**src/hw/rtl/nnfs_pkg.sv**
```systemverilog
// ----------------------------------------------------------------------------
// Nearest-neighbor fit scaler package
// Shared widths, codes and structures of the scaler blocks.
// ----------------------------------------------------------------------------
package nnfs_pkg;

  localparam int unsigned COORD_W    = 12;  // rectangle position and size
  localparam int unsigned SRC_W      = 9;   // source image size
  localparam int unsigned QX_W       = 11;  // query coordinate
  localparam int unsigned PX_W       = 14;  // signed framebuffer coordinate
  localparam int unsigned NUM_W      = 21;  // local coordinate times source size
  localparam int unsigned Q_W        = 9;   // source coordinate
  localparam int unsigned FBA_W      = 20;
  localparam int unsigned PIX_W      = 32;
  localparam int unsigned SIDX_W     = 16;
  localparam int unsigned IDX_W      = 21;  // linear source index
  localparam int unsigned CFG_DATA_W = 12;
  localparam int unsigned CFG_IDX_W  = 3;
  localparam int unsigned FIFO_DEPTH = 4;

  localparam int unsigned FB_WIDTH_DEF      = 1024;
  localparam int unsigned FB_HEIGHT_DEF     = 1024;
  localparam int unsigned SOURCE_PIXELS_DEF = 65536;

  localparam logic [CFG_IDX_W-1:0] REG_RECT_X   = 3'd0;
  localparam logic [CFG_IDX_W-1:0] REG_RECT_Y   = 3'd1;
  localparam logic [CFG_IDX_W-1:0] REG_RECT_W   = 3'd2;
  localparam logic [CFG_IDX_W-1:0] REG_RECT_H   = 3'd3;
  localparam logic [CFG_IDX_W-1:0] REG_SRC_W    = 3'd4;
  localparam logic [CFG_IDX_W-1:0] REG_SRC_H    = 3'd5;
  localparam logic [CFG_IDX_W-1:0] REG_FIT_MODE = 3'd6;

  typedef enum logic {
    OP_LOAD  = 1'b0,
    OP_QUERY = 1'b1
  } op_t;

  // Geometry derived from the configuration registers.
  typedef struct packed {
    logic signed [COORD_W-1:0] rect_x;
    logic signed [COORD_W-1:0] rect_y;
    logic [COORD_W-1:0]        draw_w;
    logic [COORD_W-1:0]        draw_h;
    logic [QX_W-1:0]           off_x;
    logic [QX_W-1:0]           off_y;
    logic [SRC_W-1:0]          src_w;
    logic [SRC_W-1:0]          src_h;
    logic                      blank;
  } geom_t;

  // One classified item as it waits between front and back.
  typedef struct packed {
    op_t               op;
    logic              hit;
    logic [FBA_W-1:0]  fb_addr;
    logic [NUM_W-1:0]  num_x;
    logic [NUM_W-1:0]  num_y;
    logic [SIDX_W-1:0] sidx;
    logic [PIX_W-1:0]  pix;
  } entry_t;

endpackage

```
**src/hw/rtl/nnfs_front.sv**
```systemverilog
// ----------------------------------------------------------------------------
// Scaler front end
// Classifies each item: bounds checks, framebuffer address and the
// numerators of the source coordinate divisions.
// ----------------------------------------------------------------------------
module nnfs_front import nnfs_pkg::*; #(
  parameter int unsigned FB_WIDTH  = FB_WIDTH_DEF,
  parameter int unsigned FB_HEIGHT = FB_HEIGHT_DEF
) (
  input  logic              in_opcode,
  input  logic [SIDX_W-1:0] in_source_index,
  input  logic [PIX_W-1:0]  in_pixel_in,
  input  logic [QX_W-1:0]   in_dest_x,
  input  logic [QX_W-1:0]   in_dest_y,
  input  geom_t             geom,
  output entry_t            entry
);

  logic [COORD_W-1:0]   lx, ly;
  logic                 in_x, in_y, on_fb;
  logic signed [PX_W-1:0] px, py;
  logic [31:0]          fb_lin;

  assign lx   = {1'b0, in_dest_x} - {1'b0, geom.off_x};
  assign ly   = {1'b0, in_dest_y} - {1'b0, geom.off_y};
  assign in_x = (in_dest_x >= geom.off_x) && (lx < geom.draw_w);
  assign in_y = (in_dest_y >= geom.off_y) && (ly < geom.draw_h);

  assign px = PX_W'(geom.rect_x) + $signed({3'b000, in_dest_x});
  assign py = PX_W'(geom.rect_y) + $signed({3'b000, in_dest_y});
  assign on_fb = !px[PX_W-1] && !py[PX_W-1] &&
                 (px[PX_W-2:0] < (PX_W-1)'(FB_WIDTH)) &&
                 (py[PX_W-2:0] < (PX_W-1)'(FB_HEIGHT));

  assign fb_lin = 32'(py[PX_W-2:0]) * 32'(FB_WIDTH) + 32'(px[PX_W-2:0]);

  assign entry.op      = op_t'(in_opcode);
  assign entry.hit     = (in_opcode == OP_QUERY) && !geom.blank && in_x && in_y && on_fb;
  assign entry.fb_addr = fb_lin[FBA_W-1:0];
  assign entry.num_x   = NUM_W'(lx) * NUM_W'(geom.src_w);
  assign entry.num_y   = NUM_W'(ly) * NUM_W'(geom.src_h);
  assign entry.sidx    = in_source_index;
  assign entry.pix     = in_pixel_in;

endmodule

```
**config.mk**
```make
export PLATFORM = sky130hd
export DESIGN_NAME = nnfs_front
export DESIGN_NICKNAME = d
export VERILOG_FILES = /design/src/hw/rtl/nnfs_pkg.sv /design/src/hw/rtl/nnfs_front.sv
export SDC_FILE = /design/constraint.sdc
export NUM_CORES = 1
export LEC_CHECK = 0
export ABC_AREA = 1
export BUFFER_PORTS_ARGS = -buffer_cell sky130_fd_sc_hd__buf_2
export CORE_UTILIZATION = 32
export DETAILED_ROUTE_END_ITERATION = 6
export PLACE_DENSITY = 0.61
export RECOVER_POWER = 25
export SLEW_MARGIN = 5
export SYNTH_ARGS = -nofsm -noshare
export SYNTH_HDL_FRONTEND = slang
export SYNTH_SLANG_ARGS = --single-unit
export TNS_END_PERCENT = 30
```
**constraint.sdc**
```tcl
create_clock -name vclk -period 12.9
set_input_delay 2.58 -clock vclk [all_inputs]
set_output_delay 2.58 -clock vclk [all_outputs]
set_load 0.05 [all_outputs]
```
==> run metrics <==
status complete, no violations; sequential cell count 0; Mapped Avg Cell Area 6.848 sq um; delay-heaviest family, CP adder cells; GR Util met2 0.2903; Starting DRT DRC Count 497; post-synth net total 1977; Pins Over Slew Limit 0; IO Count 272; Final Non-Filler Cells 2076; first-pass GRT wire length 46.37 mm; DRC viols 0; post-synthesis sequential area ratio 0; final wirelength 28.76 mm; endpoints failing setup 0; slew margin rel. 0.3169; vias in the first global route 9426; WP data arrival 8430 ps; multiplexer share of the synthesized area 0; Fin Hold WS 5160 ps; setup bufs post-CTS 0; GR Layer Usage met3 0.01357; row cnt 65; Least-Margin Pin Slew 1017 ps; Max Cap Viol 0; Detailed Routing Iterations Pass 1 5; post-route antenna net violation count 0; max incr delay on CP 550 ps; GR Util All Layers 0.1718; layout cells sized above 1 0.1258; Hold Crit Start in_pixel_in[0]; Port Buf Inserts 176; Synth Area in Simple Gates 0.2288; compound-cell area share of the yosys netlist 0.07517; GR Util met1 0.2343; global routing's busiest layer met2; Worst Path Buf+Inv 7; Tcrit/Tclk final 0.8538; synthesized cell area 0.01040 sq mm; initial antenna violation count 3; crit path max-delay cell type fa_1; Placed Area 0.01143 sq mm; FMAX 90.79 MHz; DR vias/cell 4.652; min Tclk post-route 11010 ps; DR WL/cell 13.85 microns; register area 0 sq um; area delta synth->final 9.935%; unique cell type count in the Yosys netlist 41; core area 0.03180 sq mm; Synth warnings 0; DIE WIDTH 182.3 microns; Layout Nets 2098; CP max FO 6; CP startpoint kind input port; # resized after CTS 0; post-synthesis instance total 1519; Worst Setup SP in_dest_x[0]; Req. time, crit path 10320 ps; CP endpoint kind output port; RePlAce Congestion 0.9026; cts-stage hold buffer count 0; Placed Cells incl. Taps 2073; Post-Synth XOR/XNOR Area 0.05641; Starting Density 0.3271; die area 0.03323 sq mm; setup TNS 0 ps; largest family of logic cells by synthesized area adder cells; grt ovf 0; DR vias 9658; HPWL after detailed placement 26.11 mm; clock buffer count in the final layout 0; Worst Setup Path Type in -> out; most prevalent standard cell on the critical path nand2_1; RSZ-0062 raised after global routing false; Adder-Cell Fraction of Synth Area 0.4645; Die Y 182.3 microns; pin count of the biggest net entering global routing 12; min-delay worst type in -> out; Final Cell Area 0.01144 sq mm; Final Hold Viols 0
==> logic make-up after synthesis <==
kind of cell | Yosys count
xor+xnor | 55
fa+ha+maj | 298
compound gates | 135
buf+inv | 436
simple gates | 595
==> layout make-up <==
cell class | instances | area, sq um
fill | 3456 | 20360
multi-input combinational | 1083 | 8581
inverter | 379 | 1423
timing repair buffer | 176 | 880.8
tap | 435 | 544.3
antenna | 3 | 7.507
==> cell usage after synthesis (2+ instances only) <==
master / instances / area (sq um)
a21boi_0: 2 / 15.01
a21o_1: 5 / 37.54
a21oi_1: 68 / 340.3
a21oi_2: 2 / 17.52
a31oi_1: 4 / 25.02
and2_1: 2 / 12.51
buf_4: 49 / 367.9
clkbuf_1: 7 / 26.28
clkinv_1: 8 / 30.03
fa_1: 147 / 2943
ha_1: 151 / 1889
inv_1: 367 / 1378
inv_2: 4 / 15.01
nand2_1: 336 / 1261
nand3_1: 44 / 220.2
nand3b_1: 6 / 45.04
nand4_1: 10 / 62.56
nor2_1: 182 / 683.2
nor2_2: 2 / 12.51
nor3_1: 8 / 40.04
o21ai_0: 32 / 160.2
o21ai_1: 6 / 30.03
o21ai_2: 3 / 26.28
o21bai_1: 3 / 22.52
o21bai_4: 2 / 37.54
o31ai_1: 4 / 30.03
xnor2_1: 15 / 131.4
xnor2_2: 3 / 48.80
xor2_1: 29 / 254.0
xor2_2: 6 / 97.59
xor2_4: 2 / 55.05
==> final timing paths <==
| kind | cells after the start | endpoint | slack, ps |
|---|---|---|---|
| max | 27 | entry[89] | 1890 |
| min | 0 | entry[0] | 5160 |
==> per-stage QoR <==
step	utilization	worst slack, ps
finish	0.3596	1886
global route	0.3596	1478
CTS	0.3594	1931
detailed placement	0.3594	1938
global placement	0.3594	2100
floorplan	-	2369
==> cells in the final DEF (no fill, tap or decap), types with 3 or more instances in the layout <==
cell type,instances
ha_1,151
o21ai_0,32
o21bai_1,3
nand2_1,336
a21o_1,5
nand3b_1,6
o31ai_1,4
nor2_1,182
nand3_1,44
clkinv_1,8
xnor2_1,15
inv_1,367
a21oi_1,68
nor3_1,8
o21ai_1,6
diode_2,3
a31oi_1,4
o21ai_2,3
xnor2_2,3
nand4_1,10
xor2_2,6
inv_2,4
xor2_1,29
buf_2,176
fa_1,147
==> routing by layer <==
| metal | share of wire | vias up | wire [microns] |
|---|---|---|---|
| li1 | - | 4765 | - |
| met1 | 0.45 | 4516 | 12930 |
| met2 | 0.47 | 329 | 13450 |
| met3 | 0.055 | 48 | 1578 |
| met4 | 0.028 | 0 | 799 |
| met5 | 0 | - | 0 |
Power is not shown: default switching activity piles up to over one toggle a cycle in this logic, so the estimate is an artifact.
