## config.mk

```make
export PLATFORM = sky130hd
export DESIGN_NAME = nnfs_fifo
export DESIGN_NICKNAME = d
export VERILOG_FILES = /design/src/hw/rtl/nnfs_pkg.sv /design/src/hw/rtl/nnfs_fifo.sv
export SDC_FILE = /design/constraint.sdc
export NUM_CORES = 1
export LEC_CHECK = 0
export ABC_AREA = 1
export CAP_MARGIN = 10
export CORE_UTILIZATION = 28
export CTS_BUF_LIST = sky130_fd_sc_hd__clkbuf_4
export CTS_CLUSTER_SIZE = 28
export DETAILED_ROUTE_END_ITERATION = 16
export DONT_BUFFER_PORTS = 1
export PLACE_DENSITY = 0.45
export SYNTH_ARGS = -nofsm -noshare
export SYNTH_HDL_FRONTEND = slang
export SYNTH_SLANG_ARGS = --single-unit
export TNS_END_PERCENT = 50
```

## constraint.sdc

```tcl
create_clock -name clk -period 3.15 [get_ports clk]
set_input_delay 0.63 -clock clk [delete_from_list [all_inputs] [get_ports clk]]
set_output_delay 0.63 -clock clk [all_outputs]
set_load 0.01 [all_outputs]
```

## src/hw/rtl/nnfs_pkg.sv

```systemverilog
// ----------------------------------------------------------------------------
// Nearest-neighbor fit scaler package
// Shared widths, codes and structures of the scaler blocks.
// ----------------------------------------------------------------------------
package nnfs_pkg;

  localparam int unsigned COORD_W    = 12;  // rectangle position and size
  localparam int unsigned SRC_W      = 9;   // source image size
  localparam int unsigned QX_W       = 11;  // query coordinate
  localparam int unsigned PX_W       = 14;  // signed framebuffer coordinate
  localparam int unsigned NUM_W      = 21;  // local coordinate times source size
  localparam int unsigned Q_W        = 9;   // source coordinate
  localparam int unsigned FBA_W      = 20;
  localparam int unsigned PIX_W      = 32;
  localparam int unsigned SIDX_W     = 16;
  localparam int unsigned IDX_W      = 21;  // linear source index
  localparam int unsigned CFG_DATA_W = 12;
  localparam int unsigned CFG_IDX_W  = 3;
  localparam int unsigned FIFO_DEPTH = 4;

  localparam int unsigned FB_WIDTH_DEF      = 1024;
  localparam int unsigned FB_HEIGHT_DEF     = 1024;
  localparam int unsigned SOURCE_PIXELS_DEF = 65536;

  localparam logic [CFG_IDX_W-1:0] REG_RECT_X   = 3'd0;
  localparam logic [CFG_IDX_W-1:0] REG_RECT_Y   = 3'd1;
  localparam logic [CFG_IDX_W-1:0] REG_RECT_W   = 3'd2;
  localparam logic [CFG_IDX_W-1:0] REG_RECT_H   = 3'd3;
  localparam logic [CFG_IDX_W-1:0] REG_SRC_W    = 3'd4;
  localparam logic [CFG_IDX_W-1:0] REG_SRC_H    = 3'd5;
  localparam logic [CFG_IDX_W-1:0] REG_FIT_MODE = 3'd6;

  typedef enum logic {
    OP_LOAD  = 1'b0,
    OP_QUERY = 1'b1
  } op_t;

  // Geometry derived from the configuration registers.
  typedef struct packed {
    logic signed [COORD_W-1:0] rect_x;
    logic signed [COORD_W-1:0] rect_y;
    logic [COORD_W-1:0]        draw_w;
    logic [COORD_W-1:0]        draw_h;
    logic [QX_W-1:0]           off_x;
    logic [QX_W-1:0]           off_y;
    logic [SRC_W-1:0]          src_w;
    logic [SRC_W-1:0]          src_h;
    logic                      blank;
  } geom_t;

  // One classified item as it waits between front and back.
  typedef struct packed {
    op_t               op;
    logic              hit;
    logic [FBA_W-1:0]  fb_addr;
    logic [NUM_W-1:0]  num_x;
    logic [NUM_W-1:0]  num_y;
    logic [SIDX_W-1:0] sidx;
    logic [PIX_W-1:0]  pix;
  } entry_t;

endpackage

```

## src/hw/rtl/nnfs_fifo.sv

```systemverilog
// ----------------------------------------------------------------------------
// Scaler item queue
// Short register queue that decouples the front end from the back end.
// ----------------------------------------------------------------------------
module nnfs_fifo import nnfs_pkg::*; (
  input  logic   clk,
  input  logic   rst_n,
  input  logic   push,
  input  entry_t push_data,
  output logic   full,
  input  logic   pop,
  output logic   empty,
  output entry_t pop_data
);

  localparam int unsigned PTR_W = $clog2(FIFO_DEPTH);

  entry_t           slot_r [FIFO_DEPTH];
  logic [PTR_W-1:0] wr_r, rd_r;
  logic [PTR_W:0]   cnt_r;

  assign full     = (cnt_r == (PTR_W+1)'(FIFO_DEPTH));
  assign empty    = (cnt_r == '0);
  assign pop_data = slot_r[rd_r];

  always_ff @(posedge clk) begin
    if (!rst_n) begin
      wr_r  <= '0;
      rd_r  <= '0;
      cnt_r <= '0;
    end else begin
      if (push) begin
        wr_r <= wr_r + 1'b1;
      end
      if (pop) begin
        rd_r <= rd_r + 1'b1;
      end
      cnt_r <= cnt_r + (PTR_W+1)'(push) - (PTR_W+1)'(pop);
    end
  end

  always_ff @(posedge clk) begin
    if (push) begin
      slot_r[wr_r] <= push_data;
    end
  end

endmodule

```

==> results.yml <==
route:
  dr.first_iter.drc_count: 446
  remaining_drc_errors: 0
  first_pass_iters: 5
  post_drt_wl_per_cell_um: 15.5
  ant_nets: 0
  routed_wl_um: 39100
  vias: 10600
  vias_per_cell: 4.23
clocking:
  clock_sinks: 457
  cts_root_buf: "clkbuf_4"
  htree_levels: 4
  clk_latency_ns: 0.91
  cts_tree: "yes"
  clkSlewWorstSetupHoldPaths_ns: 0.06
  numCtsBuffers: 130
  clock_path_buffers: 3
setup_path:
  startpoint_type: "flip-flop"
  criticalPathCategory: "reg -> out"
  crit_chain: "buf_16 -> o211ai_1 -> nand2_1"
  r2r_start: "wr_r[0]$_SDFFE_PN0P_"
  cp.buffers_inverters: 1
  required_ns: 2.52
  cpPeakStageDelay_ns: 0.53
  worstRegToRegCells: 5
  cp.arrival_ns: 2.31
  critPathTopFamily: "flip-flops"
  r2r_end: "slot_r[3][43]$_DFFE_PP_"
  critical-path-slowest-cell: "dfxtp_4"
  worst-path-max-fanout: 98
  crit_path_end_kind: "output port"
  r2r_slack_ns: 0.96
placed_design:
  hpwlAfterDp_um: 22200
  place_congestion: 0.737
  dp_cells: 2163
  io_buffers: 0
  place_area_sq_um: 19000
power:
  fin_total_pwr_mw: 14.4
  power_density_nw_per_um2: 653
  peakVddDrop_v: 0.000420
  p_leak_nw: 8.25
logic_synthesis:
  ys_types: 17
  syn_area_sq_um: 18100
  syn_inst: 1362
  yosysSeqAreaShare: 0.753
  yosysWarningCount: 0
  ys_ff_latch: 457
  syn-num-nets: 1485
  synth_area_per_cell_sq_um: 13.3
final_layout:
  stdcell_count: 2518
  finalInstanceArea_sq_um: 22100
  nNetsFinal: 1690
  area_growth_pct: 22.3
  drive_gt1_frac: 0.157
  layout_common_cells: "edfxtp_1, inv_1, nand2_1"
  final_common_cell: "edfxtp_1"
  nFillCells: 6323
grt:
  track_usage: 0.121
  antenna_found_initial: 5
  grt_start_max_net_pins: 120
  overflow: 0
  grt_first_pass_wirelength_um: 60800
  grt_pass1_vias: 10800
timing:
  timing.final.crit_share: 0.933
  maxSlewHeadroom: 0.466
  hold_viol: 0
  finClkSkew_ns: 0.0363
  fin_crit_ns: 2.94
  drv_slew: 0
  worst_hold_slack_ns: 0.191
  tightest_slew_ns: 0.801
  setup_viol: 0
  max_freq_mhz: 340
floorplanning:
  die-area_sq_um: 65700
  die_h_um: 256
  core-area_sq_um: 63500
  initial_core_util: 0.285
  io_pins: 230
  die_w_um: 256
  std_cell_rows: 92
min_path:
  hold_class: "in -> reg"
  hold_path.startpoint: "pop"
  holdPathStages: 5
  holdPathEnd: "cnt_r[0]$_SDFF_PN0_"
run_status:
  status: "finished clean"
job:
  maxCapViolations: 0
how the worst max path moves through the flow:
stage | startpoint | endpoint | slack [ns] | cells past startpoint
floorplan | push | slot_r[0][0]$_DFFE_PP_ | -0.14 | 2
global placement | push | slot_r[3][55]$_DFFE_PP_ | 0.85 | 4
detailed placement | push | slot_r[3][55]$_DFFE_PP_ | 0.81 | 4
CTS | flip-flop | pop_data[79] | 0.002 | 3
global route | flip-flop | pop_data[70] | -0.04 | 5
finish | flip-flop | pop_data[79] | 0.21 | 3
worst min-delay path, cell delays in order:
cell and delay [ns]:
ha_1 0.20, inv_1 0.05, ha_1 0.11, nand2_1 0.04, inv_1 0.04
cell families (layout without fill, tap and decap cells):
family | Yosys count | after routing | synth area share
flip-flops | 457 | 457 | 0.753
AO/OA/AOI/OAI | 346 | 346 | 0.111
buffers and inverters | 314 | 619 | 0.0815
AND/OR/NAND/NOR | 238 | 238 | 0.0495
adder cells (fa/ha/maj) | 7 | 7 | 0.00525
other | 0 | 5 | 0
synth_stat cells:
cell | number | area share
a21oi_1 | 118 | 0.033
o21ai_0 | 26 | 0.0072
clkbuf_1 | 5 | 0.0010
o211ai_1 | 112 | 0.046
dfxtp_1 | 9 | 0.0099
inv_1 | 239 | 0.050
o21ai_1 | 90 | 0.025
buf_6 | 29 | 0.018
nand2_1 | 234 | 0.048
ha_1 | 6 | 0.0041
fa_1 | 1 | 0.0011
nand3_1 | 1 | 0.00028
buf_2 | 30 | 0.0083
edfxtp_1 | 448 | 0.74
buf_4 | 11 | 0.0046
nor2_1 | 2 | 0.00041
nor3_1 | 1 | 0.00028
metrics by stage:
step	utilization	worst slack (ns)	TNS (ns)
floorplan	-	-0.139	-31.24
global placement	0.299	0.850	0
detailed placement	0.299	0.814	0
CTS	0.348	0.00226	0
global route	0.348	-0.0394	-0.668
finish	0.348	0.212	0
state kept, by name (all words and copies together), names as in the netlist, named ones only:
register	count
rd_r	2
slot_r	448
wr_r	2
cnt_r	3
repair_timing:
| action | CTS | global route |
|---|---|---|
| resized for setup | 1 | 5 |
| endpoints found under the setup margin | 93 | 12 |
| hold endpoints to repair | 457 | 0 |
| pin swaps | 0 | 1 |
| hold buffers | 116 | 0 |
| setup buffers | 2 | 0 |
layer usage:
metal | vias up | track usage | part of all wire
met5 | - | 0 | 0.00036
met1 | 5014 | 0.137 | 0.41
met2 | 285 | 0.194 | 0.48
met3 | 85 | 0.0498 | 0.075
li1 | 5257 | - | -
met4 | 2 | 0.0654 | 0.028
power by group:
part / leakage (nW) / internal (mW) / switching (mW)
logic: 2.95 / 0.363 / 0.815
registers: 4.19 / 6.96 / 0.0694
clock network: 1.11 / 3.72 / 2.52
total: 8.25 / 11.0 / 3.41
cell type report:
class / count / area (sq um) / area share
diodes: 5 / 12.5 / 0.000565
clock buffers: 201 / 1510 / 0.0682
clock inverters: 31 / 405 / 0.0183
inverters: 239 / 910 / 0.0411
multi-input cells: 591 / 3010 / 0.136
flip-flops and latches: 457 / 13600 / 0.616
well taps: 846 / 1060 / 0.0478
repair buffers: 148 / 1590 / 0.0720
Power figures use the tool's default switching activity.
