===== src/hw/rtl/nnfs_pkg.sv =====
// ----------------------------------------------------------------------------
// Nearest-neighbor fit scaler package
// Shared widths, codes and structures of the scaler blocks.
// ----------------------------------------------------------------------------
package nnfs_pkg;

  localparam int unsigned COORD_W    = 12;  // rectangle position and size
  localparam int unsigned SRC_W      = 9;   // source image size
  localparam int unsigned QX_W       = 11;  // query coordinate
  localparam int unsigned PX_W       = 14;  // signed framebuffer coordinate
  localparam int unsigned NUM_W      = 21;  // local coordinate times source size
  localparam int unsigned Q_W        = 9;   // source coordinate
  localparam int unsigned FBA_W      = 20;
  localparam int unsigned PIX_W      = 32;
  localparam int unsigned SIDX_W     = 16;
  localparam int unsigned IDX_W      = 21;  // linear source index
  localparam int unsigned CFG_DATA_W = 12;
  localparam int unsigned CFG_IDX_W  = 3;
  localparam int unsigned FIFO_DEPTH = 4;

  localparam int unsigned FB_WIDTH_DEF      = 1024;
  localparam int unsigned FB_HEIGHT_DEF     = 1024;
  localparam int unsigned SOURCE_PIXELS_DEF = 65536;

  localparam logic [CFG_IDX_W-1:0] REG_RECT_X   = 3'd0;
  localparam logic [CFG_IDX_W-1:0] REG_RECT_Y   = 3'd1;
  localparam logic [CFG_IDX_W-1:0] REG_RECT_W   = 3'd2;
  localparam logic [CFG_IDX_W-1:0] REG_RECT_H   = 3'd3;
  localparam logic [CFG_IDX_W-1:0] REG_SRC_W    = 3'd4;
  localparam logic [CFG_IDX_W-1:0] REG_SRC_H    = 3'd5;
  localparam logic [CFG_IDX_W-1:0] REG_FIT_MODE = 3'd6;

  typedef enum logic {
    OP_LOAD  = 1'b0,
    OP_QUERY = 1'b1
  } op_t;

  // Geometry derived from the configuration registers.
  typedef struct packed {
    logic signed [COORD_W-1:0] rect_x;
    logic signed [COORD_W-1:0] rect_y;
    logic [COORD_W-1:0]        draw_w;
    logic [COORD_W-1:0]        draw_h;
    logic [QX_W-1:0]           off_x;
    logic [QX_W-1:0]           off_y;
    logic [SRC_W-1:0]          src_w;
    logic [SRC_W-1:0]          src_h;
    logic                      blank;
  } geom_t;

  // One classified item as it waits between front and back.
  typedef struct packed {
    op_t               op;
    logic              hit;
    logic [FBA_W-1:0]  fb_addr;
    logic [NUM_W-1:0]  num_x;
    logic [NUM_W-1:0]  num_y;
    logic [SIDX_W-1:0] sidx;
    logic [PIX_W-1:0]  pix;
  } entry_t;

endpackage


===== src/hw/rtl/nnfs_cfg.sv =====
// ----------------------------------------------------------------------------
// Scaler configuration
// Holds the registers and derives the drawn area with a shared bit-serial
// divider after every register write.
// ----------------------------------------------------------------------------
module nnfs_cfg import nnfs_pkg::*; (
  input  logic                  clk,
  input  logic                  rst_n,
  input  logic                  cfg_we,
  input  logic [CFG_IDX_W-1:0]  cfg_index,
  input  logic [CFG_DATA_W-1:0] cfg_data,
  output geom_t                 geom,
  output logic                  busy
);

  typedef enum logic [3:0] {
    ST_IDLE = 4'b0001,
    ST_PLAN = 4'b0010,
    ST_DIVH = 4'b0100,
    ST_DIVW = 4'b1000
  } state_t;

  state_t state_r, state_nxt;

  logic signed [COORD_W-1:0] rect_x_r, rect_y_r;
  logic [COORD_W-1:0]        rect_w_r, rect_h_r;
  logic [SRC_W-1:0]          src_w_r, src_h_r;
  logic                      fit_r;
  logic [COORD_W-1:0]        draw_w_r, draw_h_r, draw_w_nxt, draw_h_nxt;

  logic [NUM_W-1:0] dvd_r, dvd_nxt, quo_r, quo_nxt, step_quo;
  logic [SRC_W-1:0] rem_r, rem_nxt, den;
  logic [SRC_W:0]   rem_sh;
  logic             ge;
  logic [4:0]       cnt_r, cnt_nxt;
  logic             last;
  logic             zero_reg;

  assign zero_reg = (rect_w_r == '0) || (rect_h_r == '0) || (src_w_r == '0) ||
                    (src_h_r == '0);

  always_ff @(posedge clk) begin
    if (!rst_n) begin
      rect_x_r <= '0;
      rect_y_r <= '0;
      rect_w_r <= '0;
      rect_h_r <= '0;
      src_w_r  <= '0;
      src_h_r  <= '0;
      fit_r    <= 1'b0;
    end else if (cfg_we) begin
      unique case (cfg_index)
        REG_RECT_X:   rect_x_r <= cfg_data;
        REG_RECT_Y:   rect_y_r <= cfg_data;
        REG_RECT_W:   rect_w_r <= cfg_data;
        REG_RECT_H:   rect_h_r <= cfg_data;
        REG_SRC_W:    src_w_r  <= cfg_data[SRC_W-1:0];
        REG_SRC_H:    src_h_r  <= cfg_data[SRC_W-1:0];
        REG_FIT_MODE: fit_r    <= cfg_data[0];
        default: ;
      endcase
    end
  end

  // One restoring step per cycle: the remainder never reaches the divisor.
  assign den      = (state_r == ST_DIVW) ? src_h_r : src_w_r;
  assign rem_sh   = {rem_r, dvd_r[NUM_W-1]};
  assign ge       = rem_sh >= {1'b0, den};
  assign step_quo = {quo_r[NUM_W-2:0], ge};
  assign last     = (cnt_r == 5'(NUM_W - 1));

  always_comb begin
    state_nxt  = state_r;
    dvd_nxt    = dvd_r;
    quo_nxt    = quo_r;
    rem_nxt    = rem_r;
    cnt_nxt    = cnt_r;
    draw_w_nxt = draw_w_r;
    draw_h_nxt = draw_h_r;
    unique case (state_r)
      ST_IDLE: ;
      ST_PLAN: begin
        draw_w_nxt = rect_w_r;
        draw_h_nxt = rect_h_r;
        if (fit_r && !zero_reg) begin
          dvd_nxt   = NUM_W'(rect_w_r) * NUM_W'(src_h_r);
          quo_nxt   = '0;
          rem_nxt   = '0;
          cnt_nxt   = '0;
          state_nxt = ST_DIVH;
        end else begin
          state_nxt = ST_IDLE;
        end
      end
      ST_DIVH, ST_DIVW: begin
        rem_nxt = ge ? SRC_W'(rem_sh - {1'b0, den}) : rem_sh[SRC_W-1:0];
        quo_nxt = step_quo;
        dvd_nxt = {dvd_r[NUM_W-2:0], 1'b0};
        cnt_nxt = cnt_r + 5'd1;
        if (last) begin
          if (state_r == ST_DIVW) begin
            draw_w_nxt = step_quo[COORD_W-1:0];
            state_nxt  = ST_IDLE;
          end else if (step_quo > NUM_W'(rect_h_r)) begin
            draw_h_nxt = rect_h_r;
            dvd_nxt    = NUM_W'(rect_h_r) * NUM_W'(src_w_r);
            quo_nxt    = '0;
            rem_nxt    = '0;
            cnt_nxt    = '0;
            state_nxt  = ST_DIVW;
          end else begin
            draw_h_nxt = step_quo[COORD_W-1:0];
            state_nxt  = ST_IDLE;
          end
        end
      end
      default: state_nxt = ST_IDLE;
    endcase
    if (cfg_we) begin
      state_nxt = ST_PLAN;
    end
  end

  always_ff @(posedge clk) begin
    if (!rst_n) begin
      state_r <= ST_PLAN;
    end else begin
      state_r <= state_nxt;
    end
  end

  always_ff @(posedge clk) begin
    dvd_r    <= dvd_nxt;
    quo_r    <= quo_nxt;
    rem_r    <= rem_nxt;
    cnt_r    <= cnt_nxt;
    draw_w_r <= draw_w_nxt;
    draw_h_r <= draw_h_nxt;
  end

  logic [COORD_W-1:0] gap_w, gap_h;
  assign gap_w = rect_w_r - draw_w_r;
  assign gap_h = rect_h_r - draw_h_r;

  assign geom.rect_x = rect_x_r;
  assign geom.rect_y = rect_y_r;
  assign geom.draw_w = draw_w_r;
  assign geom.draw_h = draw_h_r;
  assign geom.off_x  = gap_w[COORD_W-1:1];
  assign geom.off_y  = gap_h[COORD_W-1:1];
  assign geom.src_w  = src_w_r;
  assign geom.src_h  = src_h_r;
  assign geom.blank  = zero_reg || (draw_w_r == '0) || (draw_h_r == '0);
  assign busy        = (state_r != ST_IDLE);

endmodule


===== config.mk =====
export PLATFORM = sky130hd
export DESIGN_NAME = nnfs_cfg
export DESIGN_NICKNAME = d
export VERILOG_FILES = /design/src/hw/rtl/nnfs_pkg.sv /design/src/hw/rtl/nnfs_cfg.sv
export SDC_FILE = /design/constraint.sdc
export NUM_CORES = 1
export LEC_CHECK = 0
export ABC_CLOCK_PERIOD_IN_PS = 5200
export BUFFER_PORTS_ARGS = -buffer_cell sky130_fd_sc_hd__buf_2
export CAP_MARGIN = 25
export CORE_UTILIZATION = 50
export CTS_BUF_LIST = sky130_fd_sc_hd__clkbuf_4 sky130_fd_sc_hd__clkbuf_8 sky130_fd_sc_hd__clkbuf_16
export CTS_CLUSTER_SIZE = 24
export DETAILED_ROUTE_END_ITERATION = 10
export PLACE_DENSITY = 0.76
export SETUP_SLACK_MARGIN = 0.05
export SYNTH_ARGS = -nofsm -noshare
export SYNTH_HDL_FRONTEND = slang
export SYNTH_SLANG_ARGS = --single-unit

===== constraint.sdc =====
create_clock -name clk -period 5.2 [get_ports clk]
set_input_delay 0.52 -clock clk [delete_from_list [all_inputs] [get_ports clk]]
set_output_delay 0.52 -clock clk [all_outputs]
set_load 0.05 [all_outputs]

==> run_results.csv, run 1 <==
group,metric,value,unit
status,status,"finished clean",
detailed_routing,drt_iter0_markers,1138,
clock_tree,clk_path_buf_depth,2,
setup_path,worstPathMaxFanout,10,
setup_path,critical_path.slowest_cell,"fa_1",
detailed_routing,antenna_left,0,
setup_path,cp_slowest_stage_delay,0.56,ns
layout,drive_gt1_share,14.5,%
yosys,yosys_register_bits,150,
yosys,synth_ff_type,"edfxtp_1",
timing,grt_setup_unrepaired,"true",
layout,area_growth,12.7,%
timing,hold_ws,0.398,ns
setup_path,cp.arrival,5.13,ns
detailed_routing,vias_per_cell,5.65,
layout,final_common_cell,"nand2_1",
global_routing,grt_pass1_wl,66.6,mm
floorplan,initial_utilization,50.8,%
placement,gp_congestion,0.892,
clock_tree,root_buffer,"clkbuf_16",
floorplan,core-area,29600,µm²
floorplan,fp.dieW,175,µm
run,max_cap_violations,0,
power_and_ir_drop,report.power.total,3.07,mW
setup_path,crit_chain,"buf_4 -> nand2_1 -> fa_1 -> fa_1 -> inv_1 -> fa_1 -> fa_1 -> ha_1 -> nand2_1 -> nor3_1 -> o21ai_0 -> a211oi_1 -> mux2_2 -> a21oi_1 -> a221oi_1",
clock_tree,clock_latency,0.44,ns
clock_tree,cts_sinks,150,
yosys,syn_nets,2000,
floorplan,dieArea,30700,µm²
detailed_routing,drt-pass1-iter-count,5,
hold_path,hold_class,"input port to register",
global_routing,grt_max_degree,69,
timing,max_freq,0.202,GHz
global_routing,met1_usage,37.6,%
global_routing,antenna_found_initial,1,
power_and_ir_drop,p_per_area,181,nW/µm²
yosys,synth_cell_types,60,
layout,layout_common_cells,"nand2_1 (327), inv_1 (244), fa_1 (145)",
layout,nets,2108,
setup_path,cp.required,5.37,ns
layout,final_cell_area,16900,µm²
global_routing,grt_overflow,0,
timing,hold_viol_final,0,
yosys,syn_inst,1712,
setup_path,critical_path_class,"register to register",
clock_tree,clk_pin_slew,0.07,ns
clock_tree,cts_buffers,17,
global_routing,grt_util_all_layers,28.0,%
detailed_routing,finalWirelength,41.6,mm
global_routing,grt.busiest_layer,"met2",
clock_tree,ctsHoldBuffers,0,
timing,period_needed,4.96,ns
floorplan,io_pins,108,
detailed_routing,via_count,12600,
floorplan,num_rows,63,
detailed_routing,drt_drc_violations_left,0,
yosys,async_reset_ff_share,0,%
floorplan,chipHeight,175,µm
setup_path,critical_path.startpoint_type,"register",
global_routing,met3_usage,5.15,%
timing,final_max_slew_viol_count,0,
timing,tightest_slew,1.06,ns
timing,finalCritPeriodShare,95.4,%
power_and_ir_drop,peakVddDrop,212,µV
clock_tree,cts_tree,"built",
placement,numPortBuffers,107,
yosys,yosysSeqAreaShare,25.3,%
global_routing,grt_pass1_vias,12500,
yosys,syn_area,15000,µm²
layout,n_antenna_cell,0,
global_routing,use_met2,45.1,%
placement,place_area,16200,µm²
timing,fin_skew,0.0151,ns
yosys,synth_area_per_cell,8.77,µm²
setup_path,end_kind,"register",
timing,tns,0,ns
placement,hpwl,32.0,mm
setup_path,critical_path.top_delay_family,"adder cells",
setup_path,crit_buf_inv,2,
timing,setup_viol,0,
yosys,synth-edff-count,79,
clock_tree,cts_max_level,4,
power_and_ir_drop,power_leakage,7.97,nW
timing,slew_headroom,29.2,%
setup_path,crit_path_frequent_cell,"fa_1",
yosys,yosysWarnings,0,
detailed_routing,wl_per_cell,18.7,µm
state kept, by name, summed over array words and instances (netlist names):
register	cells
draw_h_r	12
cnt_r	5
src_w_r	9
rect_h_r	12
rect_y_r	12
quo_r	20
dvd_r	21
rect_w_r	12
rem_r	9
src_h_r	9
state_r	4
rect_x_r	12
draw_w_r	12
fit_r	1
cell usage after synthesis, drive strengths merged (2+ instances only):
cell | n | area share (%)
or3 | 5 | 0.21
nor4b | 2 | 0.12
a211oi | 16 | 0.88
or4 | 5 | 0.25
nand2 | 327 | 8.2
and2 | 106 | 4.4
a21oi | 45 | 1.5
a2111oi | 6 | 0.35
nand4 | 7 | 0.29
a21boi | 70 | 3.5
nor2b | 15 | 0.62
a311o | 2 | 0.13
nor3b | 2 | 0.10
o21bai | 7 | 0.35
nand3 | 25 | 0.87
nor3 | 25 | 0.83
a211o | 3 | 0.23
ha | 125 | 10
a2111o | 3 | 0.22
mux2i | 29 | 1.9
a21o | 18 | 0.90
nand2b | 13 | 0.54
o211ai | 6 | 0.30
mux2 | 13 | 0.97
edfxtp | 79 | 16
buf | 7 | 0.37
o21a | 5 | 0.25
nand3b | 2 | 0.10
o41ai | 3 | 0.23
or2 | 2 | 0.083
o31ai | 3 | 0.15
clkbuf | 74 | 1.8
xnor2 | 22 | 1.3
o21ai | 36 | 1.2
and4 | 2 | 0.12
a311oi | 2 | 0.12
and3 | 25 | 1.0
nor2 | 59 | 1.5
inv | 244 | 6.1
nor4 | 17 | 0.71
xor2 | 22 | 1.3
a31oi | 6 | 0.25
fa | 145 | 19
a221oi | 5 | 0.29
dfxtp | 71 | 9.5
final timing paths:
path / from / slack (ns) / cells past startpoint / endpoint
max: src_h_r[3] / 0.24 / 15 / dvd_r[19]
max reg2reg: src_h_r[3] / 0.24 / 15 / dvd_r[19]
min reg2reg: rect_x_r[10] / 0.47 / 2 / rect_x_r[10]
min: cfg_data[10] / 0.40 / 3 / rect_x_r[10]
power by group:
group	switching, mW	leakage [nW]	internal [mW]
Combinational	0.344	6.36	0.130
Clock	0.599	0.296	0.692
Sequential	0.0389	1.32	1.26
metal layers:
layer,part of all wire (%),up-vias
met1,41,6167
met5,0,-
met2,48,522
li1,-,5801
met4,3.3,0
met3,7.9,80
layout make-up:
type | count | area [µm²]
clock buffers | 17 | 425
multi-input cells | 1238 | 10100
flip-flops and latches | 150 | 3830
clock inverters | 15 | 186
fillers | 2562 | 12600
repair buffers | 169 | 1000
inverters | 244 | 916
well taps | 390 | 488
stage by stage:
step | utilization, % | cells | setup slack [ns]
after floorplan | - | 1712 | 0.0859
after global placement | 54.8 | 2189 | 0.174
after detailed placement | 54.8 | 2190 | 0.118
after CTS | 56.9 | 2222 | 0.0755
after global routing | 57.2 | 2223 | -0.0154
final | 57.2 | 2223 | 0.238
timing repair:
action	in CTS	in global routing
setup endpoints to repair	0	19
gates resized for setup	0	45
buffers inserted	0	0
hold endpoints to repair	0	0
cell families (layout without fill, tap and decap cells):
group	count (synthesis)	count (layout)	synth area share, %
AO/OA/AOI/OAI	239	240	11.0
XOR/XNOR	44	44	2.57
adder cells (fa/ha/maj)	270	270	29.7
buffers and inverters	325	445	8.32
flip-flops	150	150	25.3
multiplexers	42	42	2.91
AND/OR/NAND/NOR	642	642	20.2
worst min-delay path, stage by stage:
cell and delay [ns]:
buf_2 0.14, nand2_1 0.06, a21boi_0 0.06
Power figures use the tool's default switching activity.
==> inputs of run 2 (changes only) <==
--- a/config.mk
+++ b/config.mk
@@ -8,11 +8,13 @@
 export ABC_CLOCK_PERIOD_IN_PS = 5200
 export BUFFER_PORTS_ARGS = -buffer_cell sky130_fd_sc_hd__buf_2
 export CAP_MARGIN = 25
-export CORE_UTILIZATION = 50
+export CELL_PAD_IN_SITES_DETAIL_PLACEMENT = 0
+export CELL_PAD_IN_SITES_GLOBAL_PLACEMENT = 1
+export CORE_UTILIZATION = 43
 export CTS_BUF_LIST = sky130_fd_sc_hd__clkbuf_4 sky130_fd_sc_hd__clkbuf_8 sky130_fd_sc_hd__clkbuf_16
 export CTS_CLUSTER_SIZE = 24
 export DETAILED_ROUTE_END_ITERATION = 10
-export PLACE_DENSITY = 0.76
+export PLACE_DENSITY = 0.83
 export SETUP_SLACK_MARGIN = 0.05
 export SYNTH_ARGS = -nofsm -noshare
 export SYNTH_HDL_FRONTEND = slang
==> run_results.csv, run 2 (synthesis results as in run 1) <==
group,metric,value,unit
clock_tree,clk_pin_slew,0.08,ns
global_routing,grt_max_degree,69,
timing,tns,0,ns
clock_tree,cts_buffers,17,
clock_tree,post_cts_buffers,0,
clock_tree,cts_tree,"built",
floorplan,chipHeight,189,µm
timing,setup_viol,0,
setup_path,critical_path_class,"register to register",
timing,final_max_slew_viol_count,0,
layout,nFillCells,3231,
setup_path,critical_path.slowest_cell,"fa_1",
power_and_ir_drop,p_per_area,181,nW/µm²
layout,post_layout_nonfiller_instances,2289,
floorplan,initial_utilization,43.6,%
layout,final_cell_area,17000,µm²
clock_tree,clk_path_buf_depth,2,
hold_path,hold_class,"input port to register",
global_routing,antenna_found_initial,0,
setup_path,critical_path.top_delay_family,"adder cells",
global_routing,grt_pass1_wl,66.2,mm
detailed_routing,drt_drc_violations_left,0,
global_routing,grt_overflow,0,
detailed_routing,antenna_left,0,
timing,fin_skew,0.0152,ns
layout,top_regs,"dvd_r (21), quo_r (20)",
layout,nets,2108,
layout,area_growth,13.2,%
floorplan,fp.dieW,189,µm
setup_path,cp.required,5.47,ns
clock_tree,root_buffer,"clkbuf_16",
floorplan,dieArea,35700,µm²
global_routing,use_met2,39.5,%
power_and_ir_drop,peakVddDrop,207,µV
detailed_routing,vias_per_cell,5.42,
timing,period_needed,4.95,ns
timing,max_freq,0.202,GHz
global_routing,met1_usage,30.9,%
setup_path,cp_slowest_stage_delay,0.60,ns
placement,dpl.cell_count,2256,
power_and_ir_drop,power_leakage,7.98,nW
layout,drive_gt1_share,14.2,%
setup_path,critical_path.startpoint_type,"register",
clock_tree,clock_latency,0.44,ns
floorplan,num_rows,68,
setup_path,crit_buf_inv,2,
detailed_routing,wl_per_cell,17.9,µm
clock_tree,cts_sinks,150,
clock_tree,ctsHoldBuffers,0,
clock_tree,cts_max_level,4,
timing,grt_setup_unrepaired,"true",
global_routing,grt.busiest_layer,"met2",
detailed_routing,finalWirelength,40.9,mm
timing,tightest_slew,0.889,ns
global_routing,grt_pass1_vias,12300,
setup_path,crit_chain,"and2_1 -> fa_1 -> fa_1 -> fa_1 -> inv_1 -> fa_1 -> inv_1 -> ha_1 -> a2111oi_0 -> o21ai_0 -> nand3_1 -> a31oi_1 -> a221oi_2 -> xor2_1 -> a221oi_1",
placement,dpl_worst_slack,0.151,ns
detailed_routing,drt_iter0_markers,877,
floorplan,io_pins,108,
run,max_cap_violations,0,
setup_path,r2r_slack,0.25,ns
clock_tree,cts.repair.resized,0,
timing,postLayoutSetupSlackWorst,0.254,ns
placement,gp_congestion,0.930,
detailed_routing,via_count,12400,
setup_path,end_kind,"register",
floorplan,core-area,34500,µm²
global_routing,grt_util_all_layers,23.6,%
placement,numPortBuffers,107,
placement,hpwl,32.0,mm
timing,slew_headroom,40.3,%
setup_path,cp.arrival,5.21,ns
setup_path,worstPathMaxFanout,11,
timing,finalCritPeriodShare,95.1,%
layout,final_common_cell,"nand2_1",
layout,layout_common_cells,"nand2_1 (326), inv_1 (244), fa_1 (145)",
layout,largest_reg_flops,21,
global_routing,met3_usage,3.45,%
timing,hold_viol_final,0,
placement,place_area,16300,µm²
setup_path,crit_path_frequent_cell,"fa_1",
status,status,"finished clean",
detailed_routing,drt-pass1-iter-count,5,
layout,largest-register,"dvd_r",
run 2: worst register-to-register path: stages, from the launching register on:
cell and delay [ns]:
dfxtp_2 0.45, and2_1 0.19, fa_1 0.45, fa_1 0.55, fa_1 0.60, inv_1 0.07, fa_1 0.52, inv_1 0.04
ha_1 0.34, a2111oi_0 0.40, o21ai_0 0.17, nand3_1 0.13, a31oi_1 0.15, a221oi_2 0.30, xor2_1 0.12, a221oi_1 0.29
run 2: where the power goes:
group | internal (mW) | total (mW) | switching [mW] | leakage [nW]
Combinational | 0.131 | 0.479 | 0.348 | 6.36
Clock | 0.666 | 1.30 | 0.630 | 0.303
Sequential | 1.26 | 1.30 | 0.0386 | 1.32
Total | 2.06 | 3.08 | 1.02 | 7.98
run 2: layer usage:
metal	routed length [µm]	share of wire, %
met3	2500	6.1
met2	19600	48
met1	17600	43
met4	1270	3.1
met5	0	0
run 2: worst paths after layout:
check | startpoint | endpoint | cells past startpoint
worst min register to register | rect_x_r[6] | rect_x_r[6] | 2
worst max register to register | rect_h_r[3] | dvd_r[19] | 15
worst min-delay path | cfg_data[10] | rect_y_r[10] | 3
worst max-delay path | rect_h_r[3] | dvd_r[19] | 15
run 2: stage by stage:
step	utilization (%)	power, mW	hold WS, ns
after floorplan	-	1.66	0.464
after global placement	47.3	1.80	0.447
after detailed placement	47.3	1.80	0.455
after CTS	49.1	3.09	0.390
after global routing	49.3	3.16	0.413
final	49.3	3.08	0.394
run 2: area by class of cell:
class | instances | area [µm²] | area share, %
inverter | 244 | 916 | 5.39
timing repair buffer | 170 | 1020 | 5.99
sequential | 150 | 3830 | 22.5
clock buffer | 17 | 425 | 2.50
antenna | 1 | 2.50 | 0.0147
multi-input combinational | 1237 | 10000 | 59.1
clock inverter | 15 | 199 | 1.17
tap | 455 | 569 | 3.35
